===== config.mk =====
export PLATFORM = sky130hd
export DESIGN_NAME = modular_exponentiation_top
export DESIGN_NICKNAME = d
export VERILOG_FILES = /design/src/sv/mexp_pkg.sv /design/src/sv/mexp_modmul.sv /design/src/sv/modular_exponentiation_top.sv
export SDC_FILE = /design/constraint.sdc
export NUM_CORES = 1
export LEC_CHECK = 0
export ABC_AREA = 0
export BUFFER_PORTS_ARGS = -buffer_cell sky130_fd_sc_hd__buf_2
export CAP_MARGIN = 20
export CELL_PAD_IN_SITES_DETAIL_PLACEMENT = 1
export CELL_PAD_IN_SITES_GLOBAL_PLACEMENT = 1
export CORE_UTILIZATION = 54
export CTS_CLUSTER_DIAMETER = 30
export DETAILED_ROUTE_END_ITERATION = 8
export PLACE_DENSITY = 0.95
export SLEW_MARGIN = 10
export SYNTH_ARGS = -nofsm -noshare
export SYNTH_HDL_FRONTEND = slang
export SYNTH_SLANG_ARGS = --single-unit

===== constraint.sdc =====
create_clock -name clk -period 18.4 [get_ports clk]
set_clock_uncertainty 0.2 [all_clocks]
set_input_delay 2.76 -clock clk [delete_from_list [all_inputs] [get_ports clk]]
set_output_delay 2.76 -clock clk [all_outputs]
set_load 0.1 [all_outputs]

===== src/sv/mexp_pkg.sv =====
package mexp_pkg;

  // Width of every operand and of the result.
  localparam int OPERAND_BITS = 31;
  // Width of the bit counter that walks one operand.
  localparam int COUNT_BITS = $clog2(OPERAND_BITS);

  typedef logic [OPERAND_BITS-1:0] mexp_word_t;

  typedef struct packed {
    mexp_word_t base_value;
    mexp_word_t exponent;
    mexp_word_t modulus;
  } mexp_in_t;

  typedef struct packed {
    mexp_word_t power_result;
    logic       modulus_zero_error;
  } mexp_out_t;

  // Operands of one modular multiplication: (addend * scan) mod modulus.
  // The addend must not exceed the modulus; the scanned operand is free.
  typedef struct packed {
    mexp_word_t addend;
    mexp_word_t scan;
    mexp_word_t modulus;
  } mexp_mul_req_t;

endpackage


===== src/sv/mexp_modmul.sv =====
module mexp_modmul (
  input  logic                  clk,
  input  logic                  rst_n,
  input  logic                  start,
  input  mexp_pkg::mexp_mul_req_t req,
  output logic                  done,
  output mexp_pkg::mexp_word_t  result
);
  import mexp_pkg::*;

  localparam int TW = OPERAND_BITS + 2;

  logic                  busy_r, busy_nxt;
  logic                  done_r, done_nxt;
  logic [COUNT_BITS-1:0] cnt_r, cnt_nxt;
  mexp_word_t            acc_r, acc_nxt;
  mexp_word_t            add_r, scan_r, scan_nxt, mod_r;

  logic [TW-1:0] sum;
  logic [TW-1:0] mod1;
  logic [TW-1:0] mod2;

  // One step of the interleaved reduction: the partial result stays below the
  // modulus, so doubling it and adding the addend stays below three moduli.
  always_comb begin
    mod1 = {2'b00, mod_r};
    mod2 = {1'b0, mod_r, 1'b0};
    sum  = {1'b0, acc_r, 1'b0} + (scan_r[OPERAND_BITS-1] ? {2'b00, add_r} : '0);
    priority if (sum >= mod2) begin
      acc_nxt = OPERAND_BITS'(sum - mod2);
    end else if (sum >= mod1) begin
      acc_nxt = OPERAND_BITS'(sum - mod1);
    end else begin
      acc_nxt = OPERAND_BITS'(sum);
    end
  end

  always_comb begin
    busy_nxt = busy_r;
    done_nxt = 1'b0;
    cnt_nxt  = cnt_r;
    scan_nxt = scan_r;
    if (start) begin
      busy_nxt = 1'b1;
      cnt_nxt  = '0;
    end else if (busy_r) begin
      scan_nxt = {scan_r[OPERAND_BITS-2:0], 1'b0};
      cnt_nxt  = cnt_r + 1'b1;
      if (cnt_r == COUNT_BITS'(OPERAND_BITS - 1)) begin
        busy_nxt = 1'b0;
        done_nxt = 1'b1;
      end
    end
  end

  always_ff @(posedge clk) begin
    if (!rst_n) begin
      busy_r <= 1'b0;
      done_r <= 1'b0;
      cnt_r  <= '0;
    end else begin
      busy_r <= busy_nxt;
      done_r <= done_nxt;
      cnt_r  <= cnt_nxt;
    end
  end

  always_ff @(posedge clk) begin
    if (start) begin
      acc_r  <= '0;
      add_r  <= req.addend;
      scan_r <= req.scan;
      mod_r  <= req.modulus;
    end else if (busy_r) begin
      acc_r  <= acc_nxt;
      scan_r <= scan_nxt;
    end
  end

  assign done   = done_r;
  assign result = acc_r;

endmodule


===== src/sv/modular_exponentiation_top.sv =====
// Modular exponentiation, base^exponent mod modulus, by right-to-left binary
// square-and-multiply. A transaction is accepted on a rising edge with start
// high and busy low; busy then stays high until the result is presented.
// The result is shown for exactly one cycle with out_valid high and cannot be
// stalled, so the receiver must capture it in that cycle. Every modular
// multiplication runs on one shared shift-subtract multiplier that consumes
// one bit of its scanned operand per cycle. Each multiplication loads its
// operands, scans every bit of the scanned one and then raises its done
// strobe. A transaction costs one multiplication to reduce the base, then
// for each exponent bit up to the highest set one a squaring plus a
// multiplication where the bit is set (the squaring after the highest bit is
// skipped). With 31-bit operands that is at most 62 multiplications. An
// exponent of zero returns 1 and a zero modulus returns 0 with
// modulus_zero_error set; both go through the finish state without using
// the multiplier.
module modular_exponentiation_top (
  input  logic                clk,
  input  logic                rst_n,
  input  logic                start,
  output logic                busy,
  input  mexp_pkg::mexp_in_t  in_data,
  output logic                out_valid,
  output mexp_pkg::mexp_out_t out_data
);
  import mexp_pkg::*;

  localparam logic [2:0] ST_IDLE   = 3'd0;
  localparam logic [2:0] ST_REDUCE = 3'd1;
  localparam logic [2:0] ST_MUL    = 3'd2;
  localparam logic [2:0] ST_SQUARE = 3'd3;
  localparam logic [2:0] ST_FINISH = 3'd4;

  logic [2:0]    state_r, state_nxt;
  mexp_word_t    base_r, base_nxt;
  mexp_word_t    exp_r, exp_nxt;
  mexp_word_t    mod_r, mod_nxt;
  mexp_word_t    acc_r, acc_nxt;
  logic          mul_start_r, mul_start_nxt;
  mexp_mul_req_t mul_req_r, mul_req_nxt;
  logic          out_valid_r, out_valid_nxt;
  mexp_out_t     out_r, out_nxt;

  logic       mul_done;
  mexp_word_t mul_result;
  mexp_word_t exp_shift;

  mexp_modmul u_modmul (
    .clk    (clk),
    .rst_n  (rst_n),
    .start  (mul_start_r),
    .req    (mul_req_r),
    .done   (mul_done),
    .result (mul_result)
  );

  assign exp_shift = exp_r >> 1;

  always_comb begin
    state_nxt     = state_r;
    base_nxt      = base_r;
    exp_nxt       = exp_r;
    mod_nxt       = mod_r;
    acc_nxt       = acc_r;
    mul_start_nxt = 1'b0;
    mul_req_nxt   = mul_req_r;
    out_valid_nxt = 1'b0;
    out_nxt       = out_r;

    unique case (state_r)
      ST_IDLE: begin
        if (start) begin
          exp_nxt = in_data.exponent;
          mod_nxt = in_data.modulus;
          acc_nxt = OPERAND_BITS'(1);
          if (in_data.modulus == '0) begin
            // Zero modulus wins over a zero exponent.
            out_nxt.power_result       = '0;
            out_nxt.modulus_zero_error = 1'b1;
            state_nxt                  = ST_FINISH;
          end else if (in_data.exponent == '0) begin
            // The running product is returned as is, even for a modulus of one.
            out_nxt.power_result       = OPERAND_BITS'(1);
            out_nxt.modulus_zero_error = 1'b0;
            state_nxt                  = ST_FINISH;
          end else begin
            // Reduce the base as 1 * base mod modulus on the shared multiplier.
            mul_req_nxt.addend  = OPERAND_BITS'(1);
            mul_req_nxt.scan    = in_data.base_value;
            mul_req_nxt.modulus = in_data.modulus;
            mul_start_nxt       = 1'b1;
            state_nxt           = ST_REDUCE;
          end
        end
      end

      ST_REDUCE, ST_SQUARE: begin
        if (mul_done) begin
          base_nxt = mul_result;
          if (state_r == ST_SQUARE) begin
            exp_nxt = exp_shift;
          end
          // Look at the exponent bit that the next round will consume.
          mul_req_nxt.addend  = mul_result;
          mul_req_nxt.modulus = mod_r;
          mul_start_nxt       = 1'b1;
          if ((state_r == ST_SQUARE) ? exp_shift[0] : exp_r[0]) begin
            mul_req_nxt.scan = acc_r;
            state_nxt        = ST_MUL;
          end else begin
            mul_req_nxt.scan = mul_result;
            state_nxt        = ST_SQUARE;
          end
        end
      end

      ST_MUL: begin
        if (mul_done) begin
          acc_nxt = mul_result;
          if (exp_shift == '0) begin
            // Highest set bit done; the last squaring would not be used.
            out_nxt.power_result       = mul_result;
            out_nxt.modulus_zero_error = 1'b0;
            out_valid_nxt              = 1'b1;
            state_nxt                  = ST_IDLE;
          end else begin
            mul_req_nxt.addend  = base_r;
            mul_req_nxt.scan    = base_r;
            mul_req_nxt.modulus = mod_r;
            mul_start_nxt       = 1'b1;
            state_nxt           = ST_SQUARE;
          end
        end
      end

      ST_FINISH: begin
        out_valid_nxt = 1'b1;
        state_nxt     = ST_IDLE;
      end

      default: begin
        state_nxt = ST_IDLE;
      end
    endcase
  end

  always_ff @(posedge clk) begin
    if (!rst_n) begin
      state_r     <= ST_IDLE;
      mul_start_r <= 1'b0;
      out_valid_r <= 1'b0;
    end else begin
      state_r     <= state_nxt;
      mul_start_r <= mul_start_nxt;
      out_valid_r <= out_valid_nxt;
    end
  end

  always_ff @(posedge clk) begin
    base_r    <= base_nxt;
    exp_r     <= exp_nxt;
    mod_r     <= mod_nxt;
    acc_r     <= acc_nxt;
    mul_req_r <= mul_req_nxt;
    out_r     <= out_nxt;
  end

  assign busy      = (state_r != ST_IDLE);
  assign out_valid = out_valid_r;
  assign out_data  = out_r;

endmodule

# Yosys cells after proc, flatten, opt, wreduce, memory -nomap -nowiden

Cells that the tools add are included.

Muxes and demuxes: 49
Bitwise operators: 2
Equal/unequal tests: 14
$mul: 0
Magnitude comparators: 2
Shift operators: 0
Reduce and logical (&&, ||, !) cells: 19
Div/mod/pow operators: 0
Add/sub/neg operators: 4

Operator list:

| cell                | number |
|---|---|
| $mux 93             | 6 |
| $mux 31             | 11 |
| $pmux 93 s3         | 1 |
| $mux 32             | 5 |
| $pmux 31 s2         | 2 |
| $logic_not 31->1    | 3 |
| $pmux 32 s2         | 1 |
| $sub 31x31->31      | 2 |
| $add 32x31->33      | 1 |
| $ge 33x31->1        | 1 |
| $ge 33x32->1        | 1 |
| $mux 3              | 5 |
| $mux 1              | 14 |
| $ne 2x2->1 const B  | 6 |
| $pmux 3 s3          | 1 |
| $reduce_and 7->1    | 1 |
| $eq 3x2->1 const B  | 2 |
| $reduce_and 3->1    | 2 |
| $reduce_bool 2->1   | 3 |
| $reduce_bool 3->1   | 2 |
| $add 5x1->5 const B | 1 |
| $eq 5x5->1 const B  | 1 |
| $reduce_and 5->1    | 1 |
| $ne 2x1->1 const B  | 2 |
| 12 further kinds    | 15 |

Flip-flop bits (word level): 385
Output and inout port bits: 34
RAM bits: 0
Memories kept: 0
Logic and storage cells: 109
Latch bits: 0
ROM bits: 0
Bits of input ports: 96

# Depth between registers and ports, before layout

Depth after elaboration: 5
Mapped depth: 27
Depth with buffers taken out: 23

# Hierarchy

A second synthesis with hierarchy kept.

Cells, all modules: 1787
Area total of the unflattened synthesis: 20628.5 µm²

By module, submodules not included:

| module                     | area an instance (µm²) | cells an instance | instances |
|---|---|---|---|
| mexp_modmul                | 10455.0                | 1142              | 1 |
| modular_exponentiation_top | 10173.5                | 645               | 1 |

# Worst setup path after synthesis

OpenSTA, ideal clock, no wires.

Path kind: input port to flip-flop
From: in start
To: reg mul_req_r[0] (netlist name) (enable)
Required time: 17.624 ns
Arrival time: 7.573 ns
Stages on the path: 4
Setup slack: 10.051 ns
Cell sequence: nand2_1 > a21oi_1 > nand2_1 > a21oi_1

Longest elaborated chain between the ends: 2

RTL lines:

| item                       | line                              | text |
|---|---|---|
| start: declaration         | modular_exponentiation_top.sv:19  | `input logic start,` |
| $ne 2x2->1 (no line)       | -                                 |  |
| $reduce_and 7->1 (no line) | -                                 |  |
| end signal: assignment     | modular_exponentiation_top.sv:163 | `mul_req_r <= mul_req_nxt;` |
| end: declaration           | modular_exponentiation_top.sv:39  | `mexp_mul_req_t mul_req_r, mul_req_nxt;` |

Every way passes these cells.
A chain may end at the register's enable or synchronous reset.

# Worst setup path after layout

From: reg u_modmul.scan_r[30]
To: reg u_modmul.acc_r[29], in the netlist u_modmul.result[29]

Longest elaborated chain between the ends: 5

RTL lines:

| item                                           | line                                 | text |
|---|---|---|
| start: declaration                             | mexp_modmul.sv:17                    | `mexp_word_t add_r, scan_r, scan_nxt, mod_r;` |
| start signal: assignment                       | mexp_modmul.sv:72                    | `scan_r <= req.scan;` |
| start signal: assignment                       | mexp_modmul.sv:76                    | `scan_r <= scan_nxt;` |
| $mux 31 *                                      | mexp_modmul.sv:28                    | `sum = {1'b0, acc_r, 1'b0} + (scan_r[OPERAND_BITS-1] ? {2'b00, add_r} : '0);` |
| $add 32x31->33 *                               | mexp_modmul.sv:28                    |  |
| $sub 31x31->31 or $ge 33x31->1 (tied branches) | mexp_modmul.sv:32, mexp_modmul.sv:31 |  |
| $mux 31                                        | mexp_modmul.sv:31                    | `end else if (sum >= mod1) begin` |
| $mux 31 *                                      | mexp_modmul.sv:29                    | `priority if (sum >= mod2) begin` |
| end signal: assignment                         | mexp_modmul.sv:75                    | `acc_r <= acc_nxt;` |
| end: declaration                               | mexp_modmul.sv:16                    | `mexp_word_t acc_r, acc_nxt;` |

Every way passes the cells marked *; elsewhere a longest branch is shown, timed or not.

==> impl.org <==
** Timing
- Final-report setup violation count :: 0
- Slew at the pin closest to its max-slew limit :: 1.10 ns
- Final slew viol count :: 0
- Worst slew margin :: 26.1%
- Setup TNS :: 0 ns
- Minimum clock period after layout :: 8.06 ns
- Setup repair after global routing left no endpoint under its margin.
- Number of failing hold endpoints at the final stage :: 0
- Part of the cycle the worst path needs :: 43.8%
- Based on the critical path, the design can be clocked at up to 124 MHz.

** Finish
- Filler cells :: 3544
- Footprint of the multi-input gates :: 0.00837 sq mm
- Synthesis-to-layout area growth :: 20.1%
- Fraction of final layout cells with drive strength greater than 1 :: 19.7%
- In the final design database the tool counted 2065 nets.
- FF+latch area :: 0.0111 sq mm

** Floorplan
- In this run the horizontal extent of the chip is 194 um.
- The floorplan step defined a die boundary enclosing 0.0377 sq mm.
- The floorplan has 69 rows.
- Core area :: 0.0359 sq mm
- The floorplan step set the die height to 194 um.
- Starting utilization of the core area :: 55.5%
- For this design the top-level I/O count stands at 130.

** Synth
- Most area-consuming cells after synthesis :: sky130_fd_sc_hd__edfxtp_1, sky130_fd_sc_hd__ha_1, sky130_fd_sc_hd__dfxtp_1
- Post-synthesis net count :: 1902
- Leading area contributor after synthesis :: sky130_fd_sc_hd__edfxtp_1
- Count of cell types in the netlist :: 75
- Post-synth top flop :: sky130_fd_sc_hd__edfxtp_1
- After technology mapping, the gate count stands at 1709.
- Yosys top cell area share :: 51.5%
- Sequential share of the synthesized area :: 55.9%
- Share of async-settable or async-resettable flops after synthesis :: 0%
- Synth warn :: 0
- In this run the mean area of a mapped cell was 11.7 sq um.
- Number of enable flip-flop cells after synthesis :: 342
- Most frequent cell after synthesis :: sky130_fd_sc_hd__edfxtp_1
- Most common library cells after synthesis :: sky130_fd_sc_hd__edfxtp_1, sky130_fd_sc_hd__nand2_1, sky130_fd_sc_hd__a21oi_1
- Seq cells post-synth :: 385
- After synthesis the cells add up to 0.0199 sq mm.

** Global routing
- Entering global routing, the biggest net connects 96 pins.
- Vias in the first global route :: 18.4k
- Global routing consumed, over all layers together, 41.8% of the routing resources.
- The first global-routing pass estimated 117000 um of wire.
- The initial antenna violation count came to 4.
- GRT Residual Overflow :: 0

** Route
- Detailed-route via count :: 16.9k
- The count of nets left with antenna violations once routing finished came out at 0.
- Iteration count of the initial detailed-routing pass :: 6
- In the routed design, unresolved DRC markers number 0.
- The detailed router finished its first iteration with 1829 violations.
- Vias per inst :: 7.05
- After detailed routing, the total wire length is 78000 um.
- Wire per inst :: 32.5 um

** Power and ir drop
- Maximum ir drop on the vdd rail :: 0.122 mV
- Static leakage power :: 9.54 nW
- The design draws 0.00467 W.
- Dividing total power by cell area gives a power density of 195 mW/mm^2.

** Worst setup path
- The worst setup path is launched from a flop.
- For this design, the slowest cell found on the critical path is sky130_fd_sc_hd__edfxtp_1.
- Worst path cell trace :: and2_1, ha_1, fa_1, a211oi_1, nor2_1, a21o_1, o21ai_2, o211a_1, o21bai_1, a311oi_1, xnor2_1, ha_1, and3_1, and2_1, and2_1, a31oi_1, o31ai_1, a31o_2, a211o_1, nor2_1, buf_4, o211ai_1, o211a_1
- On the critical path the largest part of the delay comes from compound AO/OA/AOI/OAI gates.
- Data required time at the worst endpoint :: 18.70 ns
- Critical setup path kind :: flop to flop
- Along the worst path, the maximum fanout reaches 31.
- The worst register-to-register path begins at u_modmul.scan_r[30]$_DFFE_PP_.
- The worst setup path is captured at a flop.
- Worst reg-to-reg setup slack :: 10.34 ns
- Together, buffers and inverters on the worst path number 1.
- CP peak stage delay :: 0.83 ns
- Data on the critical path arrives at its endpoint at 8.35 ns.
- In this design, the critical path's most frequently occurring cell is sky130_fd_sc_hd__and2_1.
- In this run the worst setup path begins at u_modmul.scan_r[30]$_DFFE_PP_.

** Clocking
- CTS placed an instance of sky130_fd_sc_hd__clkbuf_16 at the clock tree root.
- TritonCTS built the clock tree.
- Clock sink count :: 385
- In this run, post-CTS hold repair placed 0 buffers.
- Htree depth :: 3
- Buffers added to address setup during post-CTS repair amount to 0.
- Clock-pin slew of the registers on the worst-case setup and hold paths :: 0.06 ns
- Counting the buffers created by CTS gives 84.
- # resized after CTS :: 0
- Clock latency on the worst-skew pair, taken at its later pin, is 0.64 ns.
- Number of buffers between clock root and the deepest sink :: 3

** Run status
- Status :: finished, final reports clean

** Placed design
- IO buf count :: 129
- Routability-driven placement congestion ratio :: 0.920
- Dpl hpwl :: 42800 um

** Worst hold path
- Worst min-delay path class :: flop to flop
- The worst hold path begins at mul_req_r[4]$_DFFE_PP_.

** Job
- Maxcap violations :: 0
[cells by family after synthesis]
kind of cell / count (synthesis) / share of synthesized area (%)
adder cells (fa/ha/maj): 97 / 6.20
buffers and inverters: 128 / 2.51
AO/OA/AOI/OAI: 451 / 15.1
multiplexers: 109 / 5.88
XOR/XNOR: 79 / 3.47
AND/OR/NAND/NOR: 460 / 11.0
flip-flops: 385 / 55.9
[stage by stage]
stage | cell area [sq um] | worst slack (ns) | utilization (%) | hold WS (ns) | std cells
2_1_floorplan | 19900 | 10.05 | - | 0.200 | 1709
6_report | 23900 | 10.34 | 66.7 | 0.187 | 2403
4_1_cts | 23900 | 10.77 | 66.5 | 0.217 | 2398
3_5_place_dp | 21100 | 11.36 | 58.6 | 0.206 | 2244
3_3_place_gp | 21100 | 11.86 | 58.6 | 0.201 | 2244
5_1_grt | 23900 | 10.01 | 66.6 | 0.204 | 2401
[registers in the layout, summed over array words and instances (netlist names)]
signal	flops
u_modmul.mod_r	31
mul_start_r	1
mod_r	31
acc_r	31
u_modmul.result	31
u_modmul.cnt_r	5
u_modmul.scan_r	31
u_modmul.busy_r	1
u_modmul.done	1
out_data	32
base_r	31
out_valid	1
state_r	3
mul_req_r	93
exp_r	31
u_modmul.add_r	31
[final cells by class]
class	count	share of cell area, %
flip-flops and latches	385	46.5
clock buffers	93	9.05
repair buffers	148	3.43
diodes	2	0.0209
clock inverters	61	2.73
multi-input cells	1196	35.0
well taps	461	2.41
inverters	57	0.894
[power breakdown]
group,internal [W],switching [W],leakage [nW]
clock,0.000994,0.000555,1.37
combinational,0.000622,0.00130,4.54
sequential,0.00107,0.000128,3.62
total,0.00269,0.00198,9.54
[cell usage in the layout (no fill, tap or decap), types with 12 or more instances in the layout]
cell type / instances
sky130_fd_sc_hd__edfxtp_1: 342
sky130_fd_sc_hd__nand2_1: 150
sky130_fd_sc_hd__buf_2: 129
sky130_fd_sc_hd__a21oi_1: 113
sky130_fd_sc_hd__nor2_1: 104
sky130_fd_sc_hd__o21ai_0: 95
sky130_fd_sc_hd__ha_1: 94
sky130_fd_sc_hd__clkbuf_16: 85
sky130_fd_sc_hd__and2_1: 70
sky130_fd_sc_hd__mux2_2: 62
sky130_fd_sc_hd__inv_1: 57
sky130_fd_sc_hd__a21o_1: 45
sky130_fd_sc_hd__mux2i_1: 44
sky130_fd_sc_hd__dfxtp_1: 42
sky130_fd_sc_hd__xnor2_1: 39
sky130_fd_sc_hd__xor2_1: 39
sky130_fd_sc_hd__a22oi_1: 32
sky130_fd_sc_hd__a22o_1: 31
sky130_fd_sc_hd__nand3_1: 29
sky130_fd_sc_hd__nor4_1: 25
sky130_fd_sc_hd__a211oi_1: 21
sky130_fd_sc_hd__nor3_1: 21
sky130_fd_sc_hd__clkinv_2: 20
sky130_fd_sc_hd__nand4_1: 17
sky130_fd_sc_hd__buf_4: 17
sky130_fd_sc_hd__o21a_1: 14
sky130_fd_sc_hd__a31oi_1: 12
[worst reg2reg max path, cell delays in order, from the launching register on]
cell                       delay (ns)
sky130_fd_sc_hd__edfxtp_1        0.83
sky130_fd_sc_hd__and2_1          0.36
sky130_fd_sc_hd__ha_1            0.21
sky130_fd_sc_hd__fa_1            0.44
sky130_fd_sc_hd__a211oi_1        0.28
sky130_fd_sc_hd__nor2_1          0.15
sky130_fd_sc_hd__a21o_1          0.23
sky130_fd_sc_hd__o21ai_2         0.41
sky130_fd_sc_hd__o211a_1         0.31
sky130_fd_sc_hd__o21bai_1        0.13
sky130_fd_sc_hd__a311oi_1        0.55
sky130_fd_sc_hd__xnor2_1         0.28
sky130_fd_sc_hd__ha_1            0.47
sky130_fd_sc_hd__and3_1          0.22
sky130_fd_sc_hd__and2_1          0.24
sky130_fd_sc_hd__and2_1          0.19
sky130_fd_sc_hd__a31oi_1         0.21
sky130_fd_sc_hd__o31ai_1         0.11
sky130_fd_sc_hd__a31o_2          0.25
sky130_fd_sc_hd__a211o_1         0.53
sky130_fd_sc_hd__nor2_1          0.76
sky130_fd_sc_hd__buf_4           0.32
sky130_fd_sc_hd__o211ai_1        0.12
sky130_fd_sc_hd__o211a_1         0.14
[worst paths after layout]
path,end,depth (start not counted)
max,u_modmul.result[29]$_SDFFE_PP0P_,23
min,u_modmul.mod_r[4]$_DFFE_PP_,0
max reg2reg,u_modmul.result[29]$_SDFFE_PP0P_,23
min reg2reg,u_modmul.mod_r[4]$_DFFE_PP_,0
[layer usage]
layer | global-route usage, % | wire length (um) | vias to the layer above
li1 | - | - | 6804
met3 | 13.2 | 7280 | 558
met1 | 43.3 | 25800 | 8232
met2 | 69.5 | 37800 | 1344
met4 | 34.9 | 7120 | 4
met5 | 0 | 23 | -
No activity file was read; power rests on OpenSTA's default activity.
